--- src/hdl/srfd_pkg.sv ---
// shared types, constants and functions of the serial rc frame decoder
// no dependencies; imported by every module of the block
`default_nettype none

package srfd_pkg;

  localparam int FRAME_BUFFER_BYTES_DEF = 32;
  localparam int JOB_QUEUE_DEPTH        = 2;

  localparam logic [7:0]  SYNC_FIRST  = 8'hA8;
  localparam logic [7:0]  SYNC_SECOND = 8'h01;
  localparam logic [15:0] CRC_POLY    = 16'h1021;

  // per-count crc presets, covering the three header bytes
  localparam logic [15:0] CRC_PRESET_6  = 16'h47CA;
  localparam logic [15:0] CRC_PRESET_8  = 16'hA604;
  localparam logic [15:0] CRC_PRESET_10 = 16'h8646;
  localparam logic [15:0] CRC_PRESET_12 = 16'hE680;
  localparam logic [15:0] CRC_PRESET_14 = 16'hC6C2;

  // divide by five: floor(n * 52429 / 2^18) is exact for n below 2^16
  localparam logic [15:0] DIV5_MUL   = 16'd52429;
  localparam int          DIV5_SHIFT = 18;

  localparam int IN_TDATA_W  = 8;
  localparam int OUT_TDATA_W = 24;

  // configuration register indexes
  localparam logic CFG_FIRST_OFFSET = 1'b0;
  localparam logic CFG_OTHER_OFFSET = 1'b1;

  localparam logic [15:0] FIRST_OFFSET_RESET = 16'd8800;
  localparam logic [15:0] OTHER_OFFSET_RESET = 16'd12000;

  typedef struct packed {
    logic       we;
    logic       index;
    logic [15:0] data;
  } cfg_wr_t;

  // one finished frame handed from the parser to the result engine
  typedef struct packed {
    logic       ok;
    logic [3:0] count;
    logic       bank;
  } job_t;

  // result engine is done with a buffer bank
  typedef struct packed {
    logic en;
    logic bank;
  } bank_rel_t;

  function automatic logic count_supported(input logic [7:0] c);
    logic r;
    case (c) inside
      8'd6, 8'd8, 8'd10, 8'd12, 8'd14: r = 1'b1;
      default:                         r = 1'b0;
    endcase
    return r;
  endfunction

  function automatic logic [15:0] crc_preset(input logic [7:0] c);
    logic [15:0] r;
    case (c)
      8'd6:    r = CRC_PRESET_6;
      8'd8:    r = CRC_PRESET_8;
      8'd10:   r = CRC_PRESET_10;
      8'd12:   r = CRC_PRESET_12;
      8'd14:   r = CRC_PRESET_14;
      default: r = '0;
    endcase
    return r;
  endfunction

  // crc-16/xmodem over one byte, msb first
  function automatic logic [15:0] crc_byte(input logic [15:0] crc, input logic [7:0] b);
    logic [15:0] c;
    c = crc ^ {b, 8'h00};
    for (int i = 0; i < 8; i++) begin
      if (c[15]) begin
        c = {c[14:0], 1'b0} ^ CRC_POLY;
      end else begin
        c = {c[14:0], 1'b0};
      end
    end
    return c;
  endfunction

endpackage

`default_nettype wire

--- src/hdl/srfd_job_queue.sv ---
// short fifo of finished-frame jobs between parser and result engine
// depends on srfd_pkg
`default_nettype none

module srfd_job_queue
  import srfd_pkg::*;
(
  input  wire logic clk,
  input  wire logic rst,
  input  wire logic push,
  input  wire job_t push_job,
  input  wire logic pop,
  output job_t      head,
  output logic      empty,
  output logic      full
);

  localparam int PW = (JOB_QUEUE_DEPTH > 1) ? $clog2(JOB_QUEUE_DEPTH) : 1;
  localparam int CW = $clog2(JOB_QUEUE_DEPTH + 1);

  job_t          slots [JOB_QUEUE_DEPTH];
  logic [PW-1:0] wr_ptr;
  logic [PW-1:0] rd_ptr;
  logic [CW-1:0] fill;

  logic do_push;
  logic do_pop;

  assign empty   = (fill == '0);
  assign full    = (fill == CW'(JOB_QUEUE_DEPTH));
  assign do_push = push && !full;
  assign do_pop  = pop && !empty;
  assign head    = slots[rd_ptr];

  always_ff @(posedge clk) begin
    if (rst) begin
      wr_ptr <= '0;
      rd_ptr <= '0;
      fill   <= '0;
    end else begin
      if (do_push) begin
        wr_ptr <= (wr_ptr == PW'(JOB_QUEUE_DEPTH - 1)) ? '0 : wr_ptr + 1'b1;
      end
      if (do_pop) begin
        rd_ptr <= (rd_ptr == PW'(JOB_QUEUE_DEPTH - 1)) ? '0 : rd_ptr + 1'b1;
      end
      if (do_push && !do_pop) begin
        fill <= fill + 1'b1;
      end else if (do_pop && !do_push) begin
        fill <= fill - 1'b1;
      end
    end
  end

  always_ff @(posedge clk) begin
    if (do_push) begin
      slots[wr_ptr] <= push_job;
    end
  end

endmodule

`default_nettype wire

--- src/hdl/srfd_front.sv ---
// frame parser: sync search, byte counting, running crc, buffer writes
// depends on srfd_pkg; feeds srfd_job_queue and the buffer in srfd_back
`default_nettype none

module srfd_front
  import srfd_pkg::*;
#(
  parameter int FRAME_BUFFER_BYTES = FRAME_BUFFER_BYTES_DEF,
  localparam int WORDS = FRAME_BUFFER_BYTES / 2,
  localparam int AW    = $clog2(2 * WORDS)
) (
  input  wire logic          clk,
  input  wire logic          rst,
  input  wire logic          s_tvalid,
  output logic               s_tready,
  input  wire logic [7:0]    s_tdata,
  output logic               job_push,
  output job_t               job,
  input  wire logic          q_full,
  input  wire bank_rel_t     rel,
  output logic               buf_we,
  output logic [AW-1:0]      buf_addr,
  output logic [15:0]        buf_wdata
);

  localparam logic [1:0] PH_SYNC1 = 2'd0;
  localparam logic [1:0] PH_SYNC2 = 2'd1;
  localparam logic [1:0] PH_COUNT = 2'd2;
  localparam logic [1:0] PH_DATA  = 2'd3;

  logic [1:0]  phase;
  logic [9:0]  frame_length;
  logic [9:0]  byte_count;
  logic        wr_bank;
  logic [1:0]  bank_busy;
  logic [7:0]  chan_count;
  logic [15:0] crc;
  logic [7:0]  hi_byte;
  logic [7:0]  got_hi;

  logic        accept;
  logic        data_byte;
  logic        in_payload;
  logic        is_end;
  logic [8:0]  word_idx;
  logic [1:0]  set_mask;
  logic [1:0]  clr_mask;

  assign s_tready   = !((phase == PH_DATA) && (bank_busy[wr_bank] || q_full));
  assign accept     = s_tvalid && s_tready;
  assign data_byte  = accept && (phase == PH_DATA);
  assign in_payload = byte_count < {1'b0, chan_count, 1'b0};
  assign is_end     = (byte_count + 10'd1) == frame_length;
  assign word_idx   = byte_count[9:1];

  assign job_push  = data_byte && is_end;
  assign job.ok    = count_supported(chan_count)
                  && (frame_length <= 10'(FRAME_BUFFER_BYTES))
                  && (crc == {got_hi, s_tdata});
  assign job.count = chan_count[3:0];
  assign job.bank  = wr_bank;

  // low byte of each channel word completes the write
  assign buf_we    = data_byte && in_payload && byte_count[0] && (word_idx < 9'(WORDS));
  assign buf_addr  = wr_bank ? AW'(WORDS) + AW'(word_idx) : AW'(word_idx);
  assign buf_wdata = {hi_byte, s_tdata};

  assign set_mask = {job_push && wr_bank, job_push && !wr_bank};
  assign clr_mask = {rel.en && rel.bank, rel.en && !rel.bank};

  always_ff @(posedge clk) begin
    if (rst) begin
      phase        <= PH_SYNC1;
      frame_length <= '0;
      byte_count   <= '0;
      wr_bank      <= 1'b0;
      bank_busy    <= '0;
    end else begin
      bank_busy <= (bank_busy | set_mask) & ~clr_mask;
      if (accept) begin
        unique case (phase)
          PH_SYNC1: begin
            if (s_tdata == SYNC_FIRST) begin
              phase        <= PH_SYNC2;
              byte_count   <= '0;
              frame_length <= '0;
            end
          end
          PH_SYNC2: begin
            if (s_tdata == SYNC_SECOND) begin
              phase <= PH_COUNT;
            end
          end
          PH_COUNT: begin
            frame_length <= {1'b0, s_tdata, 1'b0} + 10'd2;
            byte_count   <= '0;
            phase        <= PH_DATA;
          end
          PH_DATA: begin
            byte_count <= byte_count + 10'd1;
            if (is_end) begin
              phase   <= PH_SYNC1;
              wr_bank <= !wr_bank;
            end
          end
          default: phase <= PH_SYNC1;
        endcase
      end
    end
  end

  always_ff @(posedge clk) begin
    if (accept && (phase == PH_COUNT)) begin
      chan_count <= s_tdata;
      crc        <= crc_preset(s_tdata);
    end
    if (data_byte) begin
      if (in_payload) begin
        crc <= crc_byte(crc, s_tdata);
        if (!byte_count[0]) begin
          hi_byte <= s_tdata;
        end
      end
      if (byte_count == {1'b0, chan_count, 1'b0}) begin
        got_hi <= s_tdata;
      end
    end
  end

endmodule

`default_nettype wire

--- src/hdl/srfd_back.sv ---
// result engine: two-bank channel buffer, offset, divide by five, output register
// depends on srfd_pkg; pops jobs from srfd_job_queue
`default_nettype none

module srfd_back
  import srfd_pkg::*;
#(
  parameter int FRAME_BUFFER_BYTES = FRAME_BUFFER_BYTES_DEF,
  localparam int WORDS = FRAME_BUFFER_BYTES / 2,
  localparam int AW    = $clog2(2 * WORDS)
) (
  input  wire logic                   clk,
  input  wire logic                   rst,
  input  wire cfg_wr_t                cfg,
  input  wire logic                   buf_we,
  input  wire logic [AW-1:0]          buf_addr,
  input  wire logic [15:0]            buf_wdata,
  input  wire job_t                   head,
  input  wire logic                   q_empty,
  output logic                        q_pop,
  output bank_rel_t                   rel,
  output logic                        m_tvalid,
  input  wire logic                   m_tready,
  output logic [OUT_TDATA_W-1:0]      m_tdata,
  output logic                        m_tuser,
  output logic                        m_tlast
);

  localparam logic [2:0] BS_IDLE = 3'd0;
  localparam logic [2:0] BS_READ = 3'd1;
  localparam logic [2:0] BS_SUB  = 3'd2;
  localparam logic [2:0] BS_MUL  = 3'd3;
  localparam logic [2:0] BS_FIN  = 3'd4;
  localparam logic [2:0] BS_OUT  = 3'd5;

  logic [15:0] mem [2 * WORDS];
  logic [15:0] rd_data;
  logic [AW-1:0] rd_addr;

  logic [2:0]  state;
  logic [15:0] first_offset;
  logic [15:0] other_offset;
  job_t        cur;
  logic [3:0]  ch;
  logic [15:0] mag;
  logic        neg;
  logic [31:0] prod;
  logic [13:0] quot;

  logic        out_status;
  logic [3:0]  out_index;
  logic [14:0] out_value;
  logic        out_last;

  logic [16:0] diff;
  logic        done_ch;

  assign rd_addr = cur.bank ? AW'(WORDS) + AW'(ch) : AW'(ch);
  assign diff    = {1'b0, rd_data} - {1'b0, (ch == 4'd0) ? first_offset : other_offset};
  assign quot    = prod[DIV5_SHIFT +: 14];
  assign done_ch = (state == BS_OUT) && m_tready;

  assign q_pop    = (state == BS_IDLE) && !q_empty;
  assign rel.en   = done_ch && out_last;
  assign rel.bank = cur.bank;

  assign m_tvalid = (state == BS_OUT);
  assign m_tuser  = out_status;
  assign m_tlast  = out_last;
  assign m_tdata  = {{(OUT_TDATA_W - 19){1'b0}}, out_value, out_index};

  always_ff @(posedge clk) begin
    if (buf_we) begin
      mem[buf_addr] <= buf_wdata;
    end
    rd_data <= mem[rd_addr];
  end

  always_ff @(posedge clk) begin
    if (rst) begin
      first_offset <= FIRST_OFFSET_RESET;
      other_offset <= OTHER_OFFSET_RESET;
    end else if (cfg.we) begin
      unique case (cfg.index)
        CFG_FIRST_OFFSET: first_offset <= cfg.data;
        CFG_OTHER_OFFSET: other_offset <= cfg.data;
        default:          ;
      endcase
    end
  end

  always_ff @(posedge clk) begin
    if (rst) begin
      state <= BS_IDLE;
    end else begin
      unique case (state)
        BS_IDLE: if (!q_empty) state <= head.ok ? BS_READ : BS_OUT;
        BS_READ: state <= BS_SUB;
        BS_SUB:  state <= BS_MUL;
        BS_MUL:  state <= BS_FIN;
        BS_FIN:  state <= BS_OUT;
        BS_OUT:  if (m_tready) state <= out_last ? BS_IDLE : BS_READ;
        default: state <= BS_IDLE;
      endcase
    end
  end

  always_ff @(posedge clk) begin
    if (q_pop) begin
      cur        <= head;
      ch         <= '0;
      out_status <= !head.ok;
      out_index  <= '0;
      out_value  <= '0;
      out_last   <= 1'b1;
    end
    if (state == BS_SUB) begin
      neg <= diff[16];
      mag <= diff[16] ? 16'(-diff) : diff[15:0];
    end
    if (state == BS_MUL) begin
      prod <= mag * DIV5_MUL;
    end
    if (state == BS_FIN) begin
      out_status <= 1'b0;
      out_index  <= ch;
      out_value  <= neg ? 15'(-{1'b0, quot}) : {1'b0, quot};
      out_last   <= (ch + 4'd1) == cur.count;
    end
    if (done_ch && !out_last) begin
      ch <= ch + 4'd1;
    end
  end

endmodule

`default_nettype wire

--- src/hdl/serial_rc_frame_decoder_top.sv ---
// Serial radio-control frame decoder. Received bytes stream in on the s_ side, one per
// transaction; the block hunts for sync 0xA8 then 0x01, takes a channel-count byte, then
// count*2 data bytes and a big-endian crc-16/xmodem. A frame of 6, 8, 10, 12 or 14
// channels with a matching crc gives one result per channel, (raw - offset) / 5 rounded
// toward zero, channel 0 using the first offset and the rest the other offset; anything
// else gives one rejection (tuser high, index and value zero, tlast high). Throughput:
// the parser takes one byte per cycle when not stalled and computes the crc on the fly,
// so nothing is left to compute at a frame's end. Channel words go into one of two buffer
// banks; a finished frame is queued as a job and the result engine works through it
// channel by channel through buffer read, offset subtract, reciprocal multiply, sign
// fix-up and output register, where a result waits while m_tready is low. The
// parser only stalls (s_tready low) on a data byte while both banks still hold frames
// whose results have not all been taken. Offsets are to be written through the cfg port
// only while the block is idle, by the user; the block itself does not enforce this.
// depends on srfd_pkg, srfd_front, srfd_job_queue, srfd_back
`default_nettype none

module serial_rc_frame_decoder_top
  import srfd_pkg::*;
#(
  parameter int FRAME_BUFFER_BYTES = FRAME_BUFFER_BYTES_DEF
) (
  input  wire logic                   clk,
  input  wire logic                   rst,
  // byte stream in
  input  wire logic                   s_tvalid,
  output logic                        s_tready,
  input  wire logic [IN_TDATA_W-1:0]  s_tdata,   // [7:0] rx_byte
  // channel results out
  output logic                        m_tvalid,
  input  wire logic                   m_tready,
  output logic [OUT_TDATA_W-1:0]      m_tdata,   // [3:0] channel_index, [18:4] channel_value, rest zero
  output logic                        m_tuser,   // [0] frame_status
  output logic                        m_tlast,   // last_of_frame
  // configuration writes
  input  wire logic                   cfg_we,
  input  wire logic                   cfg_index,
  input  wire logic [15:0]            cfg_data
);

  localparam int WORDS = FRAME_BUFFER_BYTES / 2;
  localparam int AW    = $clog2(2 * WORDS);

  job_t          job;
  job_t          head;
  logic          job_push;
  logic          q_pop;
  logic          q_empty;
  logic          q_full;
  bank_rel_t     rel;
  cfg_wr_t       cfg;
  logic          buf_we;
  logic [AW-1:0] buf_addr;
  logic [15:0]   buf_wdata;

  assign cfg.we    = cfg_we;
  assign cfg.index = cfg_index;
  assign cfg.data  = cfg_data;

  // parser: sync, count, crc, channel words into the free bank
  srfd_front #(
    .FRAME_BUFFER_BYTES(FRAME_BUFFER_BYTES)
  ) u_front (
    .clk       (clk),
    .rst       (rst),
    .s_tvalid  (s_tvalid),
    .s_tready  (s_tready),
    .s_tdata   (s_tdata),
    .job_push  (job_push),
    .job       (job),
    .q_full    (q_full),
    .rel       (rel),
    .buf_we    (buf_we),
    .buf_addr  (buf_addr),
    .buf_wdata (buf_wdata)
  );

  // finished frames waiting for the result engine
  srfd_job_queue u_queue (
    .clk      (clk),
    .rst      (rst),
    .push     (job_push),
    .push_job (job),
    .pop      (q_pop),
    .head     (head),
    .empty    (q_empty),
    .full     (q_full)
  );

  // result engine and output register
  srfd_back #(
    .FRAME_BUFFER_BYTES(FRAME_BUFFER_BYTES)
  ) u_back (
    .clk       (clk),
    .rst       (rst),
    .cfg       (cfg),
    .buf_we    (buf_we),
    .buf_addr  (buf_addr),
    .buf_wdata (buf_wdata),
    .head      (head),
    .q_empty   (q_empty),
    .q_pop     (q_pop),
    .rel       (rel),
    .m_tvalid  (m_tvalid),
    .m_tready  (m_tready),
    .m_tdata   (m_tdata),
    .m_tuser   (m_tuser),
    .m_tlast   (m_tlast)
  );

endmodule

`default_nettype wire

--- config.mk ---
export PLATFORM = sky130hd
export DESIGN_NAME = serial_rc_frame_decoder_top
export DESIGN_NICKNAME = d
export VERILOG_FILES = /design/src/hdl/srfd_pkg.sv /design/src/hdl/srfd_job_queue.sv /design/src/hdl/srfd_front.sv /design/src/hdl/srfd_back.sv /design/src/hdl/serial_rc_frame_decoder_top.sv
export SDC_FILE = /design/constraint.sdc
export NUM_CORES = 1
export LEC_CHECK = 0
export ABC_AREA = 1
export BUFFER_PORTS_ARGS = -buffer_cell sky130_fd_sc_hd__buf_4
export CORE_MARGIN = 1.5
export CORE_UTILIZATION = 41
export DETAILED_ROUTE_END_ITERATION = 7
export PLACE_DENSITY = 0.7
export RECOVER_POWER = 50
export SKIP_LAST_GASP = 1
export SYNTH_ARGS = -nofsm -noshare
export SYNTH_HDL_FRONTEND = slang
export SYNTH_SLANG_ARGS = --single-unit
--- constraint.sdc ---
create_clock -name clk -period 5.2 [get_ports clk]
set_clock_uncertainty 0.15 [all_clocks]
set_input_delay 1.04 -clock clk [delete_from_list [all_inputs] [get_ports clk]]
set_output_delay 1.04 -clock clk [all_outputs]
set_load 0.01 [all_outputs]
==> results of run 1 <==
==> worst max-delay path, cell delays in order, from the launching register on <==
cell and delay [ns]:
edfxtp_1 0.49, ha_4 0.33, inv_2 0.04, fa_1 0.54
inv_2 0.04, fa_1 0.54, fa_2 0.46, fa_1 0.54
inv_2 0.04, fa_1 0.49, inv_2 0.05, ha_4 0.29
nand2_4 0.06, nor2_4 0.08, inv_2 0.05, nor3_2 0.18
nand3_1 0.12, nand3_2 0.15, a21oi_2 0.07, xnor2_1 0.14
==> placed cells by master (no fill, tap or decap), types with 81 or more instances in the layout <==
cell,synthesis,routed
inv_1,326,315
edfxtp_1,608,608
nor2_1,487,487
ha_1,168,145
a21oi_1,92,81
dfxtp_1,97,97
o221ai_1,105,105
nand3_1,139,138
o21ai_0,347,342
buf_4,6,131
nand2_1,296,290
==> cell usage after synthesis, types with 3 or more instances <==
| cell | n |
|---|---|
| o21ai_1 | 4 |
| a31oi_1 | 23 |
| o22ai_1 | 30 |
| xnor2_1 | 32 |
| clkbuf_1 | 102 |
| nand3_1 | 139 |
| inv_2 | 6 |
| dfxtp_1 | 97 |
| a211oi_1 | 4 |
| xor2_1 | 39 |
| o21bai_1 | 3 |
| a32oi_1 | 15 |
| nor2_1 | 487 |
| buf_4 | 6 |
| nand3b_1 | 12 |
| nand2_2 | 4 |
| edfxtp_1 | 608 |
| ha_1 | 168 |
| a21o_1 | 9 |
| mux2i_1 | 16 |
| o221ai_1 | 105 |
| inv_1 | 326 |
| nand4_1 | 12 |
| a21oi_1 | 92 |
| nand2_4 | 3 |
| nor4_1 | 8 |
| fa_1 | 80 |
| nand2_1 | 296 |
| buf_1 | 4 |
| nor2_2 | 3 |
| nor3_1 | 25 |
| buf_2 | 30 |
| o21ai_0 | 347 |
| a22oi_1 | 3 |
| mux2_2 | 5 |
==> sequential cells by signal (all words and copies together) (netlist names), 3 cells and up, named ones only <==
name / flops
u_back.state: 3
u_back.mem: 512
u_back.other_offset: 16
u_front.got_hi: 8
u_front.frame_length: 9
u_front.chan_count: 8
u_back.cur: 4
u_back.out_value: 15
u_back.ch: 4
u_front.byte_count: 10
u_back.first_offset: 16
u_back.out_index: 4
u_front.crc: 16
u_back.rd_data: 16
u_back.mag: 16
u_front.hi_byte: 8
u_back.prod: 14
u_queue.slots: 12
==> routing by layer <==
metal | share of wire (%) | global-route usage [%] | routed length [microns] | up-vias
li1 | - | - | - | 11400
met1 | 41 | 25.4 | 35900 | 11600
met2 | 48 | 33.9 | 42000 | 881
met3 | 7.1 | 3.28 | 6190 | 171
met4 | 3.8 | 7.35 | 3280 | 0
met5 | 0 | 0 | 0 | -
==> repair_timing <==
item	4_1_cts	5_1_grt
pin swaps	3	37
resized for setup	7	74
endpoints found under the setup margin	8	14
buffers inserted	1	11
==> worst paths after layout <==
kind / start / endpoint / slack [ns] / cells past startpoint
hold / removal: u_front.bank_busy[1] / u_front.bank_busy[1] / 0.31 / 2
setup reg to reg: u_back.mag[4] / u_back.prod[27] / 0.09 / 19
hold reg to reg: u_front.bank_busy[1] / u_front.bank_busy[1] / 0.31 / 2
setup / recovery: u_back.mag[4] / u_back.prod[27] / 0.09 / 19
==> cell families (layout without fill, tap and decap cells) <==
kind of cell	after synthesis	after routing	share of synthesized area, %
simple gates	1002	1002	12.0
flops	705	705	58.2
compound gates	653	653	11.3
buf+inv	477	625	5.37
fa+ha+maj	248	248	10.7
xor+xnor	72	72	1.86
mux	21	21	0.624
other cells	1	5	0.0108
==> layout make-up <==
| cell class | instances | area, sq um |
|---|---|---|
| fillers | 7448 | 44200 |
| flip-flops and latches | 705 | 20200 |
| multi-input cells | 2001 | 13000 |
| clock buffers | 97 | 1960 |
| well taps | 1134 | 1420 |
| inverters | 333 | 1260 |
| repair buffers | 156 | 1120 |
| clock inverters | 39 | 483 |
==> stage by stage <==
| step | setup TNS [ns] | setup slack, ns |
|---|---|---|
| 5_1_grt | -0.209 | -0.0593 |
| 6_report | 0 | 0.0864 |
| 2_1_floorplan | 0 | 0.0868 |
| 4_1_cts | -0.00386 | -0.00386 |
| 3_3_place_gp | -0.136 | -0.0597 |
| 3_5_place_dp | -0.473 | -0.138 |
==> qor.txt, run 1 <==
Clk slew on worst S/H paths: 0.06 ns
Total number of vias: 24000
RD Place Congestion: 0.909
Post-detail-place hpwl: 55.0 mm
ANT nets after route: 0
Seq cells post-synth: 705
Status: finished, violations left
Antenna Cells: 0
Cts bufs inserted: 73
Via density: 5.37
Main area contributors after synthesis: edfxtp_1 53%, ha_1 6.1%, dfxtp_1 5.6%
Seq/Total Area, Yosys: 58.2%
Endpoints failing setup: 0
H-tree levels: 3
Synthesis Warnings: 0
Global-route wire length before repair: 133 mm
Nets: 3548
Core Region: 83700 sq um
Ys async rst share: 0%
Starting DRT DRC Count: 2241
Yosys cell types: 61
Worst-Margin Slew: 2.46 ns
GRT Util Overall: 19.9%
Fmax: 196 MHz
Clk buf depth: 3
Syn Std Cell Area: 34700 sq um
Number of clock sinks seen by CTS: 705
Largest net degree at the start of global routing: 186
Cell area after layout: 39500 sq um
Post-synthesis cell count: 3179
Initial antenna violation count: 0
Synthesized area per cell: 10.9 sq um
Ys flop type: edfxtp_1
Fin util: 47.2%
Slew Limit Fails: 384
Ports: 58
Violated checks: capacitance limit, slew limit
Pre-antenna DRT Iters: 6
Critical path endpoint category: flip-flop
Kind of critical path: reg2reg
Port Buffers: 52
CP Data Required Time: 5.40 ns
RSZ-0062 raised after global routing: true
Grt ovf: 0
Die height: 294 microns
Crit path max fanout: 4
Number of cell rows: 106
WL final: 87.3 mm
Placed cell area: 36700 sq um
Worst rel slew slack: -64.3%
CP startpoint kind: flip-flop
Hold Path Class: reg2reg
Die area: 86400 sq um
Placed Cells: 4317
Root Buffer: clkbuf_16
Synth-to-layout area growth: 13.7%
Skew-Pair Late Insertion Delay: 0.64 ns
Max-cap viol count: 9
Final period utilization: 98.3%
Wire per inst: 19.6 microns
Post-synth EDFFs: 608
Layout cell share with drive strength beyond 1: 10.3%
Top cell type's share of synthesized area: 52.6%
Vias in the first global route: 23200
Width of the die: 294 microns
CTS hold repair buffers: 0
Yosys top cell by area: edfxtp_1
Initial core utilization: 41.5%
Worst EP arrival: 5.31 ns
Final hold vios: 0
Fin crit period: 5.11 ns
Non-filler cells, final: 4465
CTS tree: done
DRC Markers: 0
Worst hold slack: 0.306 ns
Power of run 1 is not shown: default switching activity piles up to over one toggle a cycle in this logic, so the estimate is an artifact.
==> run 2: changes to the inputs <==
Settings changed: ABC_AREA 1 to not set.
==> run 2 against run 1 <==
Effect of this change:
- the run ends with capacitance limit, slew limit, setup timing left
- worst setup slack worse by 0.40 ns
- register-to-register slack lost 0.40 ns
- maximum frequency shrank 7.3%
- sequential cell count unchanged
- synthesized area shrank 3.2%
- critical endpoint is now u_back.prod[31]
==> qor.txt, run 2 <==
Status: finished, violations left
Violated checks: capacitance limit, slew limit, setup timing
Max-cap viol count: 10
Port Buffers: 52
DRC Markers: 0
Final hold vios: 0
Reg area: 20200 sq um
CTS tree: done
Slowest stage delay, CP: 0.50 ns
Worst-Margin Slew: 3.63 ns
Clk buf depth: 3
Initial core utilization: 41.6%
Crit path max fanout: 4
Synth-to-layout area growth: 17.1%
Worst path top cell family by delay: adder cells
Clk slew on worst S/H paths: 0.06 ns
Die height: 289 microns
Post-detail-place hpwl: 50.0 mm
Area of the multi-input gates: 12900 sq um
CP Depth: 19
DP Worst Slack: -0.470 ns
Layout cell share with drive strength beyond 1: 24.1%
Synth cell count leaders: 608 x edfxtp_1, 197 x inv_1, 168 x ha_1
Vias in the first global route: 19800
GRT Util Overall: 18.4%
CP Launch Point: u_back.mag[1]
RSZ-0062 raised after global routing: true
Setup WS post-layout: -0.314 ns
Crit-path slowest cell: edfxtp_1
CP Data Required Time: 5.42 ns
Antenna Cells: 0
Via density: 5.43
Reg2Reg Depth: 19
Worst R2R Setup Slack: -0.31 ns
Ports: 58
Endpoints failing setup: 12
Ys flop type: edfxtp_1
Seq/Total Area, Yosys: 60.1%
H-tree levels: 3
Post-synth EDFFs: 608
Width of the die: 289 microns
Grt ovf: 0
Syn Std Cell Area: 33600 sq um
Number of clock sinks seen by CTS: 705
Most common cell on crit path: fa_1
Placed cell area: 36300 sq um
Main area contributors after synthesis: edfxtp_1 54%, mux4_2 11%, ha_1 6.3%
Critical path capture point: u_back.prod[31]
Critical path endpoint category: flip-flop
Fillers: 6630
Pre-antenna DRT Iters: 5
Top cell type's share of synthesized area: 54.3%
Cell area after layout: 39400 sq um
Synthesized area per cell: 15.5 sq um
RR Endpoint: u_back.prod[31]
Wire per inst: 22.1 microns
Skew-Pair Late Insertion Delay: 0.65 ns
CP startpoint kind: flip-flop
WP buf/inv: 3
RD Place Congestion: 0.917
CP cell instances: ha_4 > xor2_4 > ha_4 > fa_1 > fa_1 > fa_1 > inv_1 > fa_1 > inv_2 > ha_4 > a21o_1 > a21o_1 > a221oi_2 > o31ai_4 > buf_6 > a221oi_4 > o31ai_4 > a21oi_2 > xnor2_1
Max reg flops: 512
Synthesis Warnings: 0
FF-to-FF Start: u_back.mag[1]
Hold Path Class: reg2reg
Seq cells post-synth: 705
Fin util: 48.7%
Starting DRT DRC Count: 1421
Largest Register: u_back.mem
Nets: 2639
Initial antenna violation count: 2
Global-route wire length before repair: 117 mm
Fin crit period: 5.51 ns
Post-synthesis cell count: 2171
Cts bufs inserted: 75
CTS hold repair buffers: 0
Root Buffer: clkbuf_16
Total number of vias: 18900
Worst rel slew slack: -142%
Yosys top cell by area: edfxtp_1
Count leader, synth: edfxtp_1
WL final: 76.8 mm
Worst EP arrival: 5.74 ns
Most common cell after layout, fill and taps aside: edfxtp_1
Ys async rst share: 0%
Final period utilization: 106%
Commonest cells after routing, fill and taps aside: 608 x edfxtp_1, 188 x inv_1, 168 x buf_4, 160 x mux4_2, 143 x ha_1
Core Region: 80800 sq um
Die area: 83700 sq um
ANT nets after route: 0
Largest net degree at the start of global routing: 131
Slew Limit Fails: 437
Fmax: 181 MHz
Yosys cell types: 74
Kind of critical path: reg2reg
Number of cell rows: 104
==> run 2: changes by cell type in the layout (fill, tap and decap cells not counted), moves of 23 or more <==
| cell | delta |
|---|---|
| nor2_1 | -412 |
| o21ai_0 | -319 |
| nand2_1 | -163 |
| mux4_2 | +160 |
| inv_1 | -127 |
| nand3_1 | -112 |
| o221ai_1 | -105 |
| xnor2_1 | +46 |
| buf_4 | +37 |
| o22ai_1 | -28 |
| nor4_2 | +23 |
==> run 2: area by class of cell <==
| class | instances | area share, % |
|---|---|---|
| clock inverters | 43 | 1.62 |
| well taps | 1060 | 3.37 |
| flip-flops and latches | 705 | 51.3 |
| clock buffers | 96 | 5.25 |
| inverters | 199 | 1.91 |
| repair buffers | 200 | 3.71 |
| multi-input cells | 1180 | 32.8 |
==> run 2: worst min-delay path by stage <==
stage	startpoint	end	slack [ns]	depth (start not counted)
2_1_floorplan	u_front.wr_bank	u_queue.slots[0][0]	0.27	0
3_5_place_dp	u_back.other_offset[14]	u_back.other_offset[14]	0.30	2
3_3_place_gp	u_back.first_offset[0]	u_back.first_offset[0]	0.29	2
6_report	u_back.other_offset[14]	u_back.other_offset[14]	0.30	2
5_1_grt	u_back.other_offset[1]	u_back.other_offset[1]	0.33	2
4_1_cts	u_back.other_offset[14]	u_back.other_offset[14]	0.31	2
==> run 2: metrics by stage <==
step                cells  TNS, ns  hold slack (ns)
floorplan            2175  -0.0662            0.270
global placement     3320    -1.52            0.290
detailed placement   3320    -3.54            0.299
CTS                  3471    -1.55            0.307
global route         3483    -4.09            0.327
finish               3483    -2.57            0.303
==> run 2: cells by family after synthesis <==
| group | count (synthesis) | synth area share, % |
|---|---|---|
| AOI/OAI and AO/OA | 190 | 3.75 |
| DFF | 705 | 60.1 |
| adders and majority gates | 248 | 11.0 |
| muxes | 219 | 12.6 |
| and+or+nand+nor | 382 | 5.62 |
| xor gates and xnor gates | 136 | 3.54 |
| other | 1 | 0.0112 |
| buffers and inverters | 290 | 3.38 |
==> run 2: worst reg2reg max path, stage by stage (launching register included) <==
cell,delay (ns)
edfxtp_1,0.50
ha_4,0.35
xor2_4,0.20
ha_4,0.23
fa_1,0.49
fa_1,0.43
fa_1,0.49
inv_1,0.05
fa_1,0.50
inv_2,0.05
ha_4,0.22
a21o_1,0.16
a21o_1,0.18
a221oi_2,0.32
o31ai_4,0.12
buf_6,0.15
a221oi_4,0.32
o31ai_4,0.13
a21oi_2,0.15
xnor2_1,0.08
==> run 2: what timing repair did <==
| action | CTS | global route |
|---|---|---|
| gates resized for setup | 10 | 33 |
| setup endpoints to repair | 12 | 12 |
| buffers inserted | 12 | 12 |
| hold endpoints to repair | 0 | 0 |
| pin swaps | 20 | 31 |
==> run 2: metal layers <==
metal  vias to the layer above  track usage [%]  share of wire (%)
li1                       8504                -                  -
met4                         4             5.72                2.7
met5                         -                0              0.023
met2                       585             31.8                 51
met1                      9695             23.5                 40
met3                       127             3.24                6.2
Power of run 2 is left out for the same reason.
